==> config.mk <==
export PLATFORM = sky130hd
export DESIGN_NAME = rrs_ctrl
export DESIGN_NICKNAME = d
export VERILOG_FILES = /design/src/rrs_pkg.sv /design/src/rrs_ctrl.sv
export SDC_FILE = /design/constraint.sdc
export NUM_CORES = 1
export LEC_CHECK = 0
export BUFFER_PORTS_ARGS = -buffer_cell sky130_fd_sc_hd__clkbuf_2
export CORE_AREA = 4 4 41 43
export CTS_BUF_LIST = sky130_fd_sc_hd__clkbuf_8 sky130_fd_sc_hd__clkbuf_16
export CTS_CLUSTER_DIAMETER = 120
export DETAILED_ROUTE_END_ITERATION = 10
export DIE_AREA = 0 0 45 47
export GPL_TIMING_DRIVEN = 0
export PLACE_DENSITY_LB_ADDON = 0.3
export SKIP_CTS_REPAIR_TIMING = 1
export SLEW_MARGIN = 20
export SYNTH_ARGS = -nofsm -noshare
export SYNTH_HDL_FRONTEND = slang
export SYNTH_SLANG_ARGS = --single-unit
==> constraint.sdc <==
create_clock -name i_clk -period 1 [get_ports i_clk]
set_input_delay 0.2 -clock i_clk [delete_from_list [all_inputs] [get_ports i_clk]]
set_output_delay 0.2 -clock i_clk [all_outputs]
set_load 0.02 [all_outputs]
==> src/rrs_pkg.sv <==
// Package for the response ratio scheduler: sizes, commands, task states,
// controller status/command structs. No dependencies.
`default_nettype none
package rrs_pkg;
    localparam int NumSlots    = 64;
    localparam int TimeBits    = 32;
    localparam int ChanBits    = 8;
    localparam int SlotBits    = 6;
    localparam int WeightBits  = 48;
    localparam int ShiftBits   = 5;
    localparam logic [ShiftBits-1:0] ShiftReset = 5'd8;
    localparam logic [WeightBits-1:0] WMax = {WeightBits{1'b1}};

    localparam logic [2:0] CMD_ADMIT  = 3'd0;
    localparam logic [2:0] CMD_SCHED  = 3'd1;
    localparam logic [2:0] CMD_YIELD  = 3'd2;
    localparam logic [2:0] CMD_SLEEP  = 3'd3;
    localparam logic [2:0] CMD_WAKEUP = 3'd4;
    localparam logic [2:0] CMD_FREE   = 3'd5;

    localparam logic [1:0] ST_UNUSED   = 2'd0;
    localparam logic [1:0] ST_RUNNABLE = 2'd1;
    localparam logic [1:0] ST_RUNNING  = 2'd2;
    localparam logic [1:0] ST_SLEEPING = 2'd3;

    // controller -> datapath
    typedef struct packed {
        logic load;      // capture request, start table scan
        logic rd;        // issue read of current scan slot
        logic exec;      // apply the command to the read slot
        logic div_start; // start ratio unit
        logic div_take;  // compare ratio against best
        logic finish;    // commit result and pick
        logic step;      // advance scan index
    } t_ctl_cmd;

    // datapath -> controller
    typedef struct packed {
        logic scan_last; // current slot is the last
        logic need_div;  // schedule on a runnable slot with exec nonzero
        logic div_done;
        logic multi;     // command walks all slots
    } t_ctl_sts;
endpackage
`default_nettype wire

==> src/rrs_ctrl.sv <==
// Controller FSM of the response ratio scheduler.
// Depends on rrs_pkg.
`default_nettype none
module rrs_ctrl
    import rrs_pkg::*;
(
    input  wire logic     i_clk,
    input  wire logic     i_rst_n,
    input  wire logic     i_start,
    input  wire logic     i_out_free,
    input  t_ctl_sts      i_sts,
    output t_ctl_cmd      o_cmd,
    output logic          o_busy
);
    localparam logic [2:0] S_IDLE = 3'd0, S_RD = 3'd1, S_EXEC = 3'd2,
                           S_DIV = 3'd3, S_NEXT = 3'd4, S_DONE = 3'd5;
    logic [2:0] r_state, n_state;

    always_comb begin
        n_state = r_state;
        o_cmd = '0;
        case (r_state)
            S_IDLE: begin
                if (i_start) begin
                    o_cmd.load = 1'b1;
                    n_state = S_RD;
                end
            end
            S_RD: begin
                o_cmd.rd = 1'b1;
                n_state = S_EXEC;
            end
            S_EXEC: begin
                o_cmd.exec = 1'b1;
                if (i_sts.need_div) begin
                    o_cmd.div_start = 1'b1;
                    n_state = S_DIV;
                end else if (!i_sts.multi || i_sts.scan_last) begin
                    n_state = S_DONE;
                end else begin
                    n_state = S_NEXT;
                end
            end
            S_DIV: begin
                if (i_sts.div_done) begin
                    o_cmd.div_take = 1'b1;
                    n_state = i_sts.scan_last ? S_DONE : S_NEXT;
                end
            end
            S_NEXT: begin
                o_cmd.step = 1'b1;
                n_state = S_RD;
            end
            S_DONE: begin
                if (i_out_free) begin
                    o_cmd.finish = 1'b1;
                    n_state = S_IDLE;
                end
            end
            default: n_state = S_IDLE;
        endcase
    end

    always_ff @(posedge i_clk) begin
        if (!i_rst_n) r_state <= S_IDLE;
        else          r_state <= n_state;
    end

    assign o_busy = (r_state != S_IDLE);
endmodule
`default_nettype wire

### Word-level counts from Yosys, hierarchy flattened

Index checks and enable logic that the tools add are counted.

| word-level totals | value |
|---|---|
| bits in registers | 3 |
| output and inout port bits | 8 |
| logic and storage cells | 31 |

| cells by class | value |
|---|---|
| equality and inequality tests | 8 |
| mux-type cells | 17 |
| reduce and logical (&&, ||, !) cells | 5 |

Operator list:

| operator | count |
|---|---|
| $pmux W3 S6 | 1 |
| $mux W3 | 4 |
| $mux W1 | 11 |
| $eq A3 B2 Y1 const B | 2 |
| $eq A3 B3 Y1 const B | 2 |
| $ne A2 B2 Y1 const B | 3 |
| $eq A3 B1 Y1 const B | 1 |
| $logic_not A3 Y1 | 1 |
| $reduce_and A3 Y1 | 1 |
| $reduce_bool A3 Y1 | 1 |
| $mux W2 | 1 |
| $logic_not A1 Y1 | 1 |
| $logic_or A1 B1 Y1 | 1 |

### Longest topological paths before layout

Gate-level depths: netlist of the first run.

| logic depth | value |
|---|---|
| word-level depth | 5 |
| depth in mapped cells | 4 |
| mapped depth without buffers | 3 |

### Worst setup path before layout of the first run

Ideal clock, no wire load.

| path | value |
|---|---|
| path type | register -> output |
| from | register r_state[0] |
| to | output port o_cmd[6] (netlist name) |
| arrival time | 1.059 ns |
| data required time | 0.800 ns |
| path slack | -0.259 ns |
| stages on the path, launching flop included | 3 |
| buffers on the path | 0 |
| cell sequence | dfxtp_1 or3_4 nor2_1 |

RTL lines:

| item | RTL line | text |
|---|---|---|
| start: declaration | rrs_ctrl.sv:17 | `logic [2:0] r_state, n_state;` |
| start signal: assignment | rrs_ctrl.sv:66 | `else r_state <= n_state;` |
| end: declaration | rrs_ctrl.sv:12 | `output t_ctl_cmd o_cmd,` |

==> out/qor.txt, run 1 <==
status: finished, violations left
violated checks: negative setup slack
Port Buffers: 15
Post-Route WL: 857 µm
final non-filler cell area: 613.1 µm²
Final WS setup: -378.7 ps
vias in the first global route: 294
Final Slew Violations: 0
Peak VDD IR: 0.001157 V
Min Hold Slack: 263.8 ps
M1 wire length: 352 µm
first-pass GRT wire length: 1207 µm
vias per inst: 4.920
Switching Fraction: 39.43%
top-area cell type share of the netlist area: 17.98%
Mapped Area: 334.1 µm²
Util after Layout: 47.12%
worst skew pair latency: 220 ps
max frequency: 725.3 MHz
Vert. Die Dim: 47 µm
synthesized flop and latch total: 3
async set-reset flop share out of synthesis: 0%
top-count cell post-synth: nor3b_1
Power Total: 1.896 mW
Seq/Total Area, Yosys: 17.98%
routed length on met2: 457 µm
met3 wire length: 47 µm
Sink Count: 3
Remaining DRCs: 0
multi-input logic area: 292.8 µm²
top post-synthesis cells by area: dfxtp_1 (18%), nor3b_1 (9.0%), a221oi_2 (4.5%)
Clk pin slew, worst setup/hold paths: 30 ps
RSZ-0062 raised after global routing: true
max cap viols: 0
Mapped Avg Cell Area: 9.029 µm²
via count: 369
kind of critical path: reg -> out
fin nets: 69
DRT Pass-1 Iters: 4
Final setup viols: 10
P_leak: 0.2753 nW
switching power: 747.7 µW
dpl hpwl: 655.4 µm
top flop regs: r_state x3
Fillers: 131
Setup crit end kind: output pin
post-synth top area cell: dfxtp_1
reg2reg end: r_state[0]
Max H-tree Level: 1
initial core utilization: 25.67%
Hold Path Depth: 2
TritonCTS clock tree: yes
cts bufs inserted: 3
Top reg by flops: r_state
syn nets: 45
worst slew pin tran: 238.3 ps
Synth Instances: 37
Avg WL per Cell: 11.43 µm
DR iter-0 viols: 2
clock share of power: 18.1%
Post-Place Cell Area: 475.5 µm²
reg2reg setup slack: -240 ps
Final Skew: 5.065 ps
share of cells above drive strength 1: 71.67%
Final Hold Viols: 0
clk buf depth: 2
worst rel slew slack: 84.08%
Post-synth EDFFs: 0
Synth cell types: 26
max reg flops: 3
Seq pwr share: 14.4%
GRT Resource Usage Total: 8.051%
area grow syn2layout: 83.52%
Antenna diodes: 0
Worst Hold Endpoint: r_state[2]
crit path launch type: flip-flop
critical-path maximum fanout: 5
initial antenna violation count: 0
Root Driver: clkbuf_8
Die Footprint: 2115 µm²
hold path startpoint: i_rst_n
IO Pins: 16
CORE AREA: 1301 µm²
combinational power share: 67.5%
Reg2Reg Launch Point: r_state[0]
Top FF cell, synth: dfxtp_1
worst reg2reg path depth: 4
Hold WC Path Type: in -> reg
Crit path required time: 800 ps
largest net degree at the start of global routing: 11
Sequential Area: 68.82 µm²
grt ovf: 0
critical path data arrival time: 1180 ps
P per Cell Area: 3093 nW/µm²
fin crit share: 137.9%
yosys warns: 0
row cnt: 13
chip width: 45 µm
crit path time final: 1379 ps
DR top layer: met3
Fin Setup TNS: -2741 ps
internal power: 1.149 mW
most instantiated cells after synthesis: nor3b_1 (4), dfxtp_1 (3), nor2_1 (3)
gpl congestion: 0.7748
ANT nets after route: 0
[critical path: stages, from the launching register on]
cell     delay [ps]
dfxtp_4         350
or3_4           400
nor2_4           90
buf_6           120
[cell type report]
type	count	area share, %
plain buffers	3	6.735
clock buffers	3	6.735
clock inverters	1	0.6122
inverters	1	0.6122
multi-input cells	30	47.76
flip-flops and latches	3	11.22
well taps	15	3.061
repair buffers	19	23.27
[per-layer routing]
| metal | global-route usage [%] | vias to the layer above |
|---|---|---|
| met1 | 8.844 | 175 |
| li1 | - | 186 |
| met5 | 0 | - |
| met2 | 13.56 | 8 |
| met4 | 1.754 | 0 |
| met3 | 4.598 | 0 |
[worst max path at each step]
stage                     startpoint       end  slack (ps)  cells after the start
after detailed placement  r_state[2]  o_cmd[3]        -220                      4
after global routing      r_state[0]  o_cmd[6]        -400                      3
final                     r_state[0]  o_cmd[6]        -380                      3
after floorplan           r_state[0]  o_cmd[6]        -120                      2
after CTS                 r_state[2]  o_cmd[3]        -460                      4
after global placement    r_state[2]  o_cmd[3]        -230                      4
[cells by family after synthesis]
group	synth area share, %
AO/OA/AOI/OAI	28.84
AND/OR/NAND/NOR	44.20
flip-flops	17.98
buffers and inverters	8.986
[cells in the final DEF, fill, tap and decap left out, types with 2 or more instances in the layout]
| cell type | netlist | routed |
|---|---|---|
| clkbuf_2 | 0 | 9 |
| nand2_1 | 2 | 2 |
| buf_8 | 0 | 2 |
| buf_4 | 2 | 4 |
| inv_1 | 1 | 2 |
| clkbuf_8 | 0 | 3 |
| nor3b_1 | 4 | 2 |
| dfxtp_4 | 0 | 2 |
| buf_6 | 1 | 7 |
| o21a_1 | 2 | 2 |
| nor3b_4 | 0 | 2 |
| nor2_4 | 0 | 2 |
[stage by stage]
stage	worst slack [ps]	cells
floorplan	-118.2	37
global placement	-230.4	67
detailed placement	-224.4	67
CTS	-457.7	71
global route	-404.6	75
finish	-378.7	75
[power by group through the flow]
stage               clock network, mW  logic, mW  registers [mW]
floorplan                           0      0.830           0.223
finish                          0.343       1.28           0.274
global route                    0.372       1.35           0.291
global placement                    0       1.02           0.244
CTS                             0.354       1.03           0.239
detailed placement                  0       1.02           0.241
No activity file was read; power rests on OpenSTA's default activity.
==> inputs of run 2 (changes only) <==
CTS_BUF_LIST = sky130_fd_sc_hd__clkbuf_4 sky130_fd_sc_hd__clkbuf_8 sky130_fd_sc_hd__clkbuf_16   (was sky130_fd_sc_hd__clkbuf_8 sky130_fd_sc_hd__clkbuf_16)
MAX_ROUTING_LAYER = met4   (was not set)
==> out/qor.txt, run 2 (synthesis gave the netlist of run 1 again) <==
status: finished, violations left (unchanged)
violated checks: negative setup slack (unchanged)
chip width: 45 µm (unchanged)
area grow syn2layout: 72.28% (was 83.52%)
dpl hpwl: 655.4 µm (unchanged)
cell breakdown of the critical path: or3_4, nor2_4, buf_6 (unchanged)
CORE AREA: 1301 µm² (unchanged)
Setup crit end kind: output pin (unchanged)
Final setup viols: 10 (unchanged)
Sink Count: 3 (unchanged)
TritonCTS clock tree: yes (unchanged)
worst rel slew slack: 83.71% (was 84.08%)
IO Pins: 16 (unchanged)
most common cell after layout, fill and taps aside: clkbuf_2 (unchanged)
switching power: 723.7 µW (was 747.7 µW)
via count: 361 (was 369)
Remaining DRCs: 0 (unchanged)
vias in the first global route: 293 (was 294)
P_leak: 0.2590 nW (was 0.2753 nW)
combinational power share: 70.4% (was 67.5%)
Top reg by flops: r_state (unchanged)
vias per inst: 4.878 (was 4.920)
worst skew pair latency: 230 ps (was 220 ps)
placed cell count: 67 (unchanged)
worst reg2reg path depth: 4 (unchanged)
kind of critical path: reg -> out (unchanged)
Final Slew Violations: 0 (unchanged)
Hold Path Depth: 2 (unchanged)
Power Total: 1.743 mW (was 1.896 mW)
critical path data arrival time: 1200 ps (was 1180 ps)
Switching Fraction: 41.53% (was 39.43%)
Post-Route WL: 874 µm (was 857 µm)
Crit path required time: 800 ps (about the same)
fin nets: 68 (was 69)
Final Skew: 0.5823 ps (was 5.065 ps)
max reg flops: 3 (unchanged)
worst slew pin tran: 243.8 ps (was 238.3 ps)
max cap viols: 0 (unchanged)
row cnt: 13 (unchanged)
clock share of power: 13.8% (was 18.1%)
Peak VDD IR: 0.0008983 V (was 0.001157 V)
commonest cells after routing, fill and taps aside: clkbuf_2 (8), buf_4 (6), buf_6 (5) (was clkbuf_2 (9), buf_6 (7), buf_4 (4))
Util after Layout: 44.23% (was 47.12%)
max frequency: 715.4 MHz (was 725.3 MHz)
Vert. Die Dim: 47 µm (unchanged)
Avg WL per Cell: 11.81 µm (was 11.43 µm)
Seq pwr share: 15.8% (was 14.4%)
gpl congestion: 0.7853 (was 0.7748)
Port Buffers: 15 (unchanged)
internal power: 1.019 mW (was 1.149 mW)
RSZ-0062 raised after global routing: true (unchanged)
Max stage delay on crit path: 400 ps (about the same)
critical-path maximum fanout: 5 (unchanged)
GRT Resource Usage Total: 8.313% (was 8.051%)
Hold WC Path Type: in -> reg (unchanged)
Fillers: 134 (was 131)
grt ovf: 0 (unchanged)
Antenna diodes: 0 (unchanged)
Final Hold Viols: 0 (unchanged)
crit path launch type: flip-flop (unchanged)
non-filler cells, final: 74 (was 75)
Root Driver: clkbuf_4 (was clkbuf_8)
cts bufs inserted: 3 (unchanged)
largest net degree at the start of global routing: 11 (unchanged)
first-pass GRT wire length: 1207 µm (unchanged)
Clk pin slew, worst setup/hold paths: 40 ps (was 30 ps)
highest-delay cell along the critical path: or3_4 (unchanged)
P per Cell Area: 3028 nW/µm² (was 3093 nW/µm²)
DR iter-0 viols: 1 (was 2)
top flop regs: r_state x3 (unchanged)
Max H-tree Level: 1 (unchanged)
initial antenna violation count: 0 (unchanged)
fin crit share: 139.8% (was 137.9%)
ANT nets after route: 0 (unchanged)
Die Footprint: 2115 µm² (unchanged)
DRT Pass-1 Iters: 3 (was 4)
crit path time final: 1398 ps (was 1379 ps)
Final WS setup: -397.8 ps (was -378.7 ps)
initial core utilization: 25.67% (unchanged)
share of cells above drive strength 1: 72.88% (was 71.67%)
clk buf depth: 2 (unchanged)
run 2: worst max-delay path: cells and delay by family (launching register included):
kind | cells | cell delay, ps
flip-flops | 1 | 360
buffers and inverters | 1 | 120
AND/OR/NAND/NOR | 2 | 490
run 2: routing by layer:
layer	routed length [µm]	global-route usage, %	vias to the layer above
li1	-	-	183
met1	370	8.844	169
met2	450	13.56	9
met3	53	4.598	0
met4	0	1.754	0
met5	0	-	-
run 2: stage by stage:
step | hold slack [ps] | instance area [µm²] | setup WS, ps | setup TNS [ps]
finish | 241.2 | 575.6 | -397.8 | -3030
global route | 240.0 | 575.6 | -430.1 | -3588
CTS | 235.5 | 505.5 | -484.1 | -3550
detailed placement | 488.5 | 475.5 | -224.4 | -1416
global placement | 488.6 | 475.5 | -230.4 | -1437
floorplan | 334.4 | 381.6 | -118.2 | -382.1
run 2: worst paths after layout:
path              slack, ps  startpoint         end
setup / recovery       -400  r_state[0]    o_cmd[6]
hold / removal          240     i_rst_n  r_state[2]
hold reg to reg         620  r_state[2]  r_state[1]
setup reg to reg       -240  r_state[0]  r_state[0]
run 2: cell type report:
class | instances | area [µm²] | area share [%]
buffer | 3 | 37.54 | 6.522
clock buffer | 4 | 30.03 | 5.217
inverter | 1 | 3.754 | 0.6522
multi-input combinational | 30 | 292.8 | 50.87
sequential | 3 | 68.82 | 11.96
tap | 15 | 18.77 | 3.261
timing repair buffer | 18 | 123.9 | 21.52
run 2: power by group through the flow:
stage | Clock [mW] | Sequential, mW | Combinational (mW)
3_5_place_dp | 0 | 0.241 | 1.02
4_1_cts | 0.255 | 0.239 | 1.03
3_3_place_gp | 0 | 0.244 | 1.02
2_1_floorplan | 0 | 0.223 | 0.830
6_report | 0.240 | 0.276 | 1.23
5_1_grt | 0.271 | 0.289 | 1.30
